File: src/hw/rtl/rgb2yuv_pkg.sv
// Shared types and constants for the RGBA to YUV 4:2:0 converter.
// No dependencies; used by the controller, datapath and top level.
package rgb2yuv_pkg;

  // Configuration port
  localparam int CFG_INDEX_W = 1;
  localparam int CFG_DATA_W  = 13;
  localparam logic [CFG_INDEX_W-1:0] REG_FRAME_WIDTH  = 1'b0;
  localparam logic [CFG_INDEX_W-1:0] REG_FRAME_HEIGHT = 1'b1;

  // Size registers and the width used to compare against them
  localparam int FW_W   = 12;
  localparam int FH_W   = 13;
  localparam int SIZE_W = 14;
  localparam logic [FW_W-1:0] FW_RESET = 12'd640;
  localparam logic [FH_W-1:0] FH_RESET = 13'd480;

  // BT.601 integer coefficients
  localparam logic [7:0] C_Y_R  = 8'd66;
  localparam logic [7:0] C_Y_G  = 8'd129;
  localparam logic [7:0] C_Y_B  = 8'd25;
  localparam logic [7:0] C_U_R  = 8'd38;
  localparam logic [7:0] C_U_G  = 8'd74;
  localparam logic [7:0] C_U_B  = 8'd112;
  localparam logic [7:0] C_V_R  = 8'd112;
  localparam logic [7:0] C_V_G  = 8'd94;
  localparam logic [7:0] C_V_B  = 8'd18;
  localparam logic [15:0] ROUND_HALF  = 16'd128;
  // rounding (128) plus the 128 offset moved above the shift (128 << 8)
  localparam logic [15:0] CHROMA_BIAS = 16'h8080;
  localparam logic [8:0]  LUMA_OFS    = 9'd16;
  localparam logic [7:0]  CHROMA_MID  = 8'd128;
  localparam logic [7:0]  PIX_MAX     = 8'hff;

  // Commands from the controller to the datapath
  typedef struct packed {
    logic load;    // take a pixel, form c*alpha, read the line stores
    logic div;     // divide the products by 255
    logic conv;    // form Y, U, V
    logic finish;  // filter, write back, load the result register
  } cmd_t;

endpackage

File: src/hw/rtl/rgb2yuv_ctrl.sv
// Sequencing FSM for the RGBA to YUV 4:2:0 converter.
// Depends on rgb2yuv_pkg (cmd_t); drives the datapath commands.
module rgb2yuv_ctrl (
  input  logic               clk,
  input  logic               rst,
  input  logic               pix_valid,
  input  logic               res_stall,
  output logic               pix_stall,
  output logic               res_valid,
  output rgb2yuv_pkg::cmd_t  cmd
);

  typedef enum logic [1:0] {S_IDLE, S_DIV, S_CONV, S_FILT} state_t;

  state_t state;

  always_comb begin
    cmd.load   = pix_valid && !pix_stall;
    cmd.div    = (state == S_DIV);
    cmd.conv   = (state == S_CONV);
    cmd.finish = (state == S_FILT) && (!res_valid || !res_stall);
  end

  always_ff @(posedge clk) begin
    if (rst) begin
      state     <= S_IDLE;
      pix_stall <= 1'b0;
      res_valid <= 1'b0;
    end else begin
      case (state)
        S_IDLE: begin
          if (cmd.load) begin
            state     <= S_DIV;
            pix_stall <= 1'b1;
          end
        end
        S_DIV:  state <= S_CONV;
        S_CONV: state <= S_FILT;
        S_FILT: begin
          if (cmd.finish) begin
            state     <= S_IDLE;
            pix_stall <= 1'b0;
          end
        end
        default: state <= S_IDLE;
      endcase
      // result register: fill on finish, drain when taken
      if (cmd.finish) begin
        res_valid <= 1'b1;
      end else if (!res_stall) begin
        res_valid <= 1'b0;
      end
    end
  end

endmodule

File: config.mk
export PLATFORM = sky130hd
export DESIGN_NAME = rgb2yuv_ctrl
export DESIGN_NICKNAME = d
export VERILOG_FILES = /design/src/hw/rtl/rgb2yuv_pkg.sv /design/src/hw/rtl/rgb2yuv_ctrl.sv
export SDC_FILE = /design/constraint.sdc
export NUM_CORES = 1
export LEC_CHECK = 0
export BUFFER_PORTS_ARGS = -buffer_cell sky130_fd_sc_hd__buf_4
export CORE_AREA = 4 4 41 43
export CTS_BUF_LIST = sky130_fd_sc_hd__clkbuf_2 sky130_fd_sc_hd__clkbuf_4 sky130_fd_sc_hd__clkbuf_8
export DETAILED_ROUTE_END_ITERATION = 16
export DIE_AREA = 0 0 45 47
export PLACE_DENSITY_LB_ADDON = 0.05
export SLEW_MARGIN = 20
export SYNTH_ARGS = -nofsm -noshare
export SYNTH_HDL_FRONTEND = slang
export SYNTH_SLANG_ARGS = --single-unit
export TNS_END_PERCENT = 5
File: constraint.sdc
create_clock -name clk -period 1.56 [get_ports clk]
set_input_delay 0 -clock clk [delete_from_list [all_inputs] [get_ports clk]]
set_output_delay 0 -clock clk [all_outputs]
set_load 0.01 [all_outputs]
* Yosys cells after proc, flatten, opt, wreduce, memory -nomap -nowiden
Cells that the tools add are included.
Widths: inputs -> output; s select.
** Storage, ports and cells
- Bits in registers :: 4
- Latch bits :: 0
- Input bits :: 4
- Memories :: 0
- Bits in read-only memories :: 0
- Bits in writable memories :: 0
- Logic and storage cells :: 27
- Output and inout port bits :: 6
** Operators by class
- Order comparisons :: 0
- Muxes and demuxes :: 8
- Bitwise logic cells :: 0
- Add/subtract/negate cells :: 0
- Shift-type cells :: 0
- Div/mod/pow operators :: 0
- Equal/unequal tests :: 6
- Reduce and logical (&&, ||, !) cells :: 10
- Multiply operators :: 0
** Operators by type and width (count)
- $pmux 2 s4 :: 1
- $eq 2x2->1 const B :: 2
- $mux 1 :: 4
- $mux 2 :: 2
- $ne 2x2->1 const B :: 2
- $logic_not 1->1 :: 3
- $reduce_and 3->1 :: 1
- $eq 2x1->1 const B :: 1
- $logic_and 1x1->1 :: 2
- $logic_not 2->1 :: 1
- $ne 2x1->1 const B :: 1
- $pmux 1 s2 :: 1
- $reduce_and 2->1 :: 1
- $reduce_bool 2->1 :: 1
- $logic_or 1x1->1 :: 1

* Longest topological paths before layout
- Depth in word-level cells :: 5
- Gate-level depth with buffers :: 5
- Gate-level depth less buffers :: 5

* Worst setup path before layout
No wires, ideal clock.
- Kind :: register to register
- Start point :: register state[0]
- End point :: register pix_stall
- Data arrival time :: 1225 ps
- Stages on the path, launching flop included :: 6
- Required time :: 1469 ps
- Setup time :: 91 ps
- Buffers on the path :: 0
- Path slack :: 244 ps
- Period minus slack after synthesis :: 1316 ps
- Cell sequence :: dfxtp_1 > inv_1 > ha_1 > a32oi_4 > a21oi_1 > a311oi_1
** On the way
- Cells in the longest elaborated chain, start to end :: 4
- Elaborated cells on any way between the ends :: 8
- Classes of those cells :: eq/ne (3); mux (1); reduce/logical (4)
** RTL lines
- start, declared :: RTL line rgb2yuv_ctrl.sv:15 : state_t state;
- start signal, assigned :: RTL line rgb2yuv_ctrl.sv:26 : state <= S_IDLE;
- start signal, assigned :: RTL line rgb2yuv_ctrl.sv:33 : state <= S_DIV;
- start signal, assigned :: RTL line rgb2yuv_ctrl.sv:37 : S_DIV: state <= S_CONV;
- $eq 2x2->1 :: RTL line rgb2yuv_ctrl.sv:21, rgb2yuv_ctrl.sv:30
- $logic_and 1x1->1 :: RTL line rgb2yuv_ctrl.sv:21 : cmd.finish = (state == S_FILT) && (!res_valid || !res_stall);
- $ne 2x2->1 (no source line)
- $reduce_and 3->1 (no source line)
- end signal, assigned :: RTL line rgb2yuv_ctrl.sv:27 : pix_stall <= 1'b0;
- end signal, assigned :: RTL line rgb2yuv_ctrl.sv:34 : pix_stall <= 1'b1;
- end signal, assigned :: RTL line rgb2yuv_ctrl.sv:42 : pix_stall <= 1'b0;
- end, declared :: RTL line rgb2yuv_ctrl.sv:8 : output logic pix_stall,
Parallel ways exist; a longest one is shown, timed or not.
A chain may end at the register's enable or synchronous reset.

* Worst setup path after layout
- Start point :: register state[1]
- End point :: register pix_stall
Same word-level chain as after synthesis.

==> results.ini <==
[outcome]
outcome=completed

[clock_network]
clockBufferDepth=2
post_cts_buffers=0
cts_buffers=3
cts_sinks=4
path_clk_slew_ns=0.04
cts_tree=yes
htreeDepth=1
root_buffer=clkbuf_4
clock_latency_ns=0.23

[routing]
vias=223
drc=0
drtAntennaViolNets=0
drt-initial-drc-count=2
wl_um=540
dr.pass1.iters=2
detail_route.wl_per_cell_um=10.00
viasPerCell=4.130

[global_route]
grt_overflow_total=0
use_met1=0.05467
grtUsageTotal=0.06324
grtUsageMet2=0.1045
antenna_found_initial=0
grt_pass1_vias=244
grt_pass1_wl_um=910
gr-usage-met3=0.04981
grt_max_degree=6
top_usage_layer=met2

[sta]
hold_violations=0
finalSetupTns_ns=0
max_freq_ghz=0.7008
finalWorstSetupSlack_ns=0.1331
min_period_ns=1.427
relSlewSlack=0.8286
setup_violations=0
period_share=0.9147
rsz0062_at_grt=false
slew_violations=0
worst_pin_slew_ns=0.2571
finClkSkew_ns=0.006576

[setup_path]
required_ns=1.70
cp_max_fo=5
path_class=flip-flop to flip-flop
end_kind=flip-flop
worst_ep_arrival_time_ns=1.57
startpoint_type=flip-flop

[hold_path]
hp-class=primary input to flip-flop

[logic_synthesis]
ys_types=12
netlist_area_um2=272.8
ys_seq_area_frac=0.2936
synthTopCellsByArea=dfxtp_1, ha_1, a32oi_4
yosys_warnings=0
ys_seq_elements=4
yosys.area.top_type=dfxtp_1
syn_avg_cell_area_um2=10.49
synth_top_area_share=0.2936
postSynthCellCount=26
synth.net_count=36

[placement]
io_buffer_count=9
gp_congestion=0.6753
hpwl_um=453.7
post-place-ws_ns=0.09386

[cells_and_area]
syn_to_final_growth_pct=44.04
final_util=0.3019
nNetsFinal=51
layout-drive-gt1-share=0.4103
antenna_cells=0

[pwr]
finalPower_uw=647.3
peakVddDrop_v=0.0005466
leakage_nw=0.1900
pwr_density_cell_nw_per_um2=1648

[floorplan]
die_area_um2=2115
rows=13
die_w_um=45
io-pin-count=10
die_y_um=47
start_util=0.2096
fp.coreArea_um2=1301

[job]
drv_cap=0

-- metrics by stage --
step                hold slack (ns)  instances  instance area [um2]
floorplan                   0.07214         26                272.8
global placement             0.1941         50                359.1
detailed placement           0.1927         50                359.1
CTS                         0.04643         54                391.6
global route                0.06984         54                392.9
finish                      0.04845         54                392.9
-- path summary, 6_finish.rpt --
check                           endpoint  slack, ns  cells after the start             startpoint
setup / recovery  pix_stall$_SDFFE_PP0P_       0.13                      5  state[1]$_SDFFE_PP0P_
hold / removal    res_valid$_SDFFE_PP0P_       0.05                      3              res_stall
hold reg to reg    state[0]$_SDFFE_PP0P_       0.53                      2  state[0]$_SDFFE_PP0P_
setup reg to reg  pix_stall$_SDFFE_PP0P_       0.13                      5  state[1]$_SDFFE_PP0P_
-- worst max-delay path, stage by stage, from the launching register on --
cell and delay (ns):
dfxtp_1 0.39, inv_1 0.11, ha_1 0.23, a32oi_4 0.26, a21oi_1 0.10, a311oi_1 0.24
-- flip-flops by register name, summed over array words and instances (netlist names) --
name / cells
pix_stall: 1
res_valid: 1
state: 2
-- layout make-up --
type	count	area (um2)
clock buffer	3	22.52
multi-input combinational	19	181.4
sequential	4	81.33
timing repair buffer	10	77.57
fill	149	908.4
inverter	3	11.26
tap	15	18.77
-- where the power goes --
| part | switching [mW] | internal [mW] |
|---|---|---|
| clock | 0.0401 | 0.0858 |
| combinational | 0.162 | 0.176 |
| sequential | 0.0424 | 0.141 |
-- what timing repair did --
action	4_1_cts	5_1_grt
endpoints found under the setup margin	0	1
gates resized for setup	0	1
hold buffers	1	0
endpoints found under the hold margin	4	0
-- logic make-up (layout without fill, tap and decap cells) --
kind of cell	after synthesis	count (layout)	share of synthesized area
adders and majority gates	6	6	0.2752
muxes	1	1	0.03670
and+or+nand+nor	6	6	0.1284
AOI/OAI and AO/OA	6	6	0.2248
buffers and inverters	3	16	0.04128
DFF	4	4	0.2936
-- layout by cell type (no fill, tap or decap), types with 2 or more instances in the layout --
cell and instances:
nor2_1 4, ha_1 6, dfxtp_1 3, a21oi_1 2, buf_4 9, inv_1 3, clkbuf_4 3
-- synthesized netlist by cell type --
master / count
a21boi_0: 1
mux2i_1: 1
a32oi_4: 1
a211oi_1: 1
nand2b_4: 1
nor2_1: 4
or2_2: 1
dfxtp_1: 4
ha_1: 6
a311oi_1: 1
a21oi_1: 2
inv_1: 3
-- layer usage --
| layer | vias up | share of wire |
|---|---|---|
| li1 | 116 | - |
| met1 | 95 | 0.42 |
| met2 | 12 | 0.45 |
| met3 | 0 | 0.13 |
| met4 | 0 | 0 |
| met5 | - | 0 |
(Power assumes the default switching activity.)
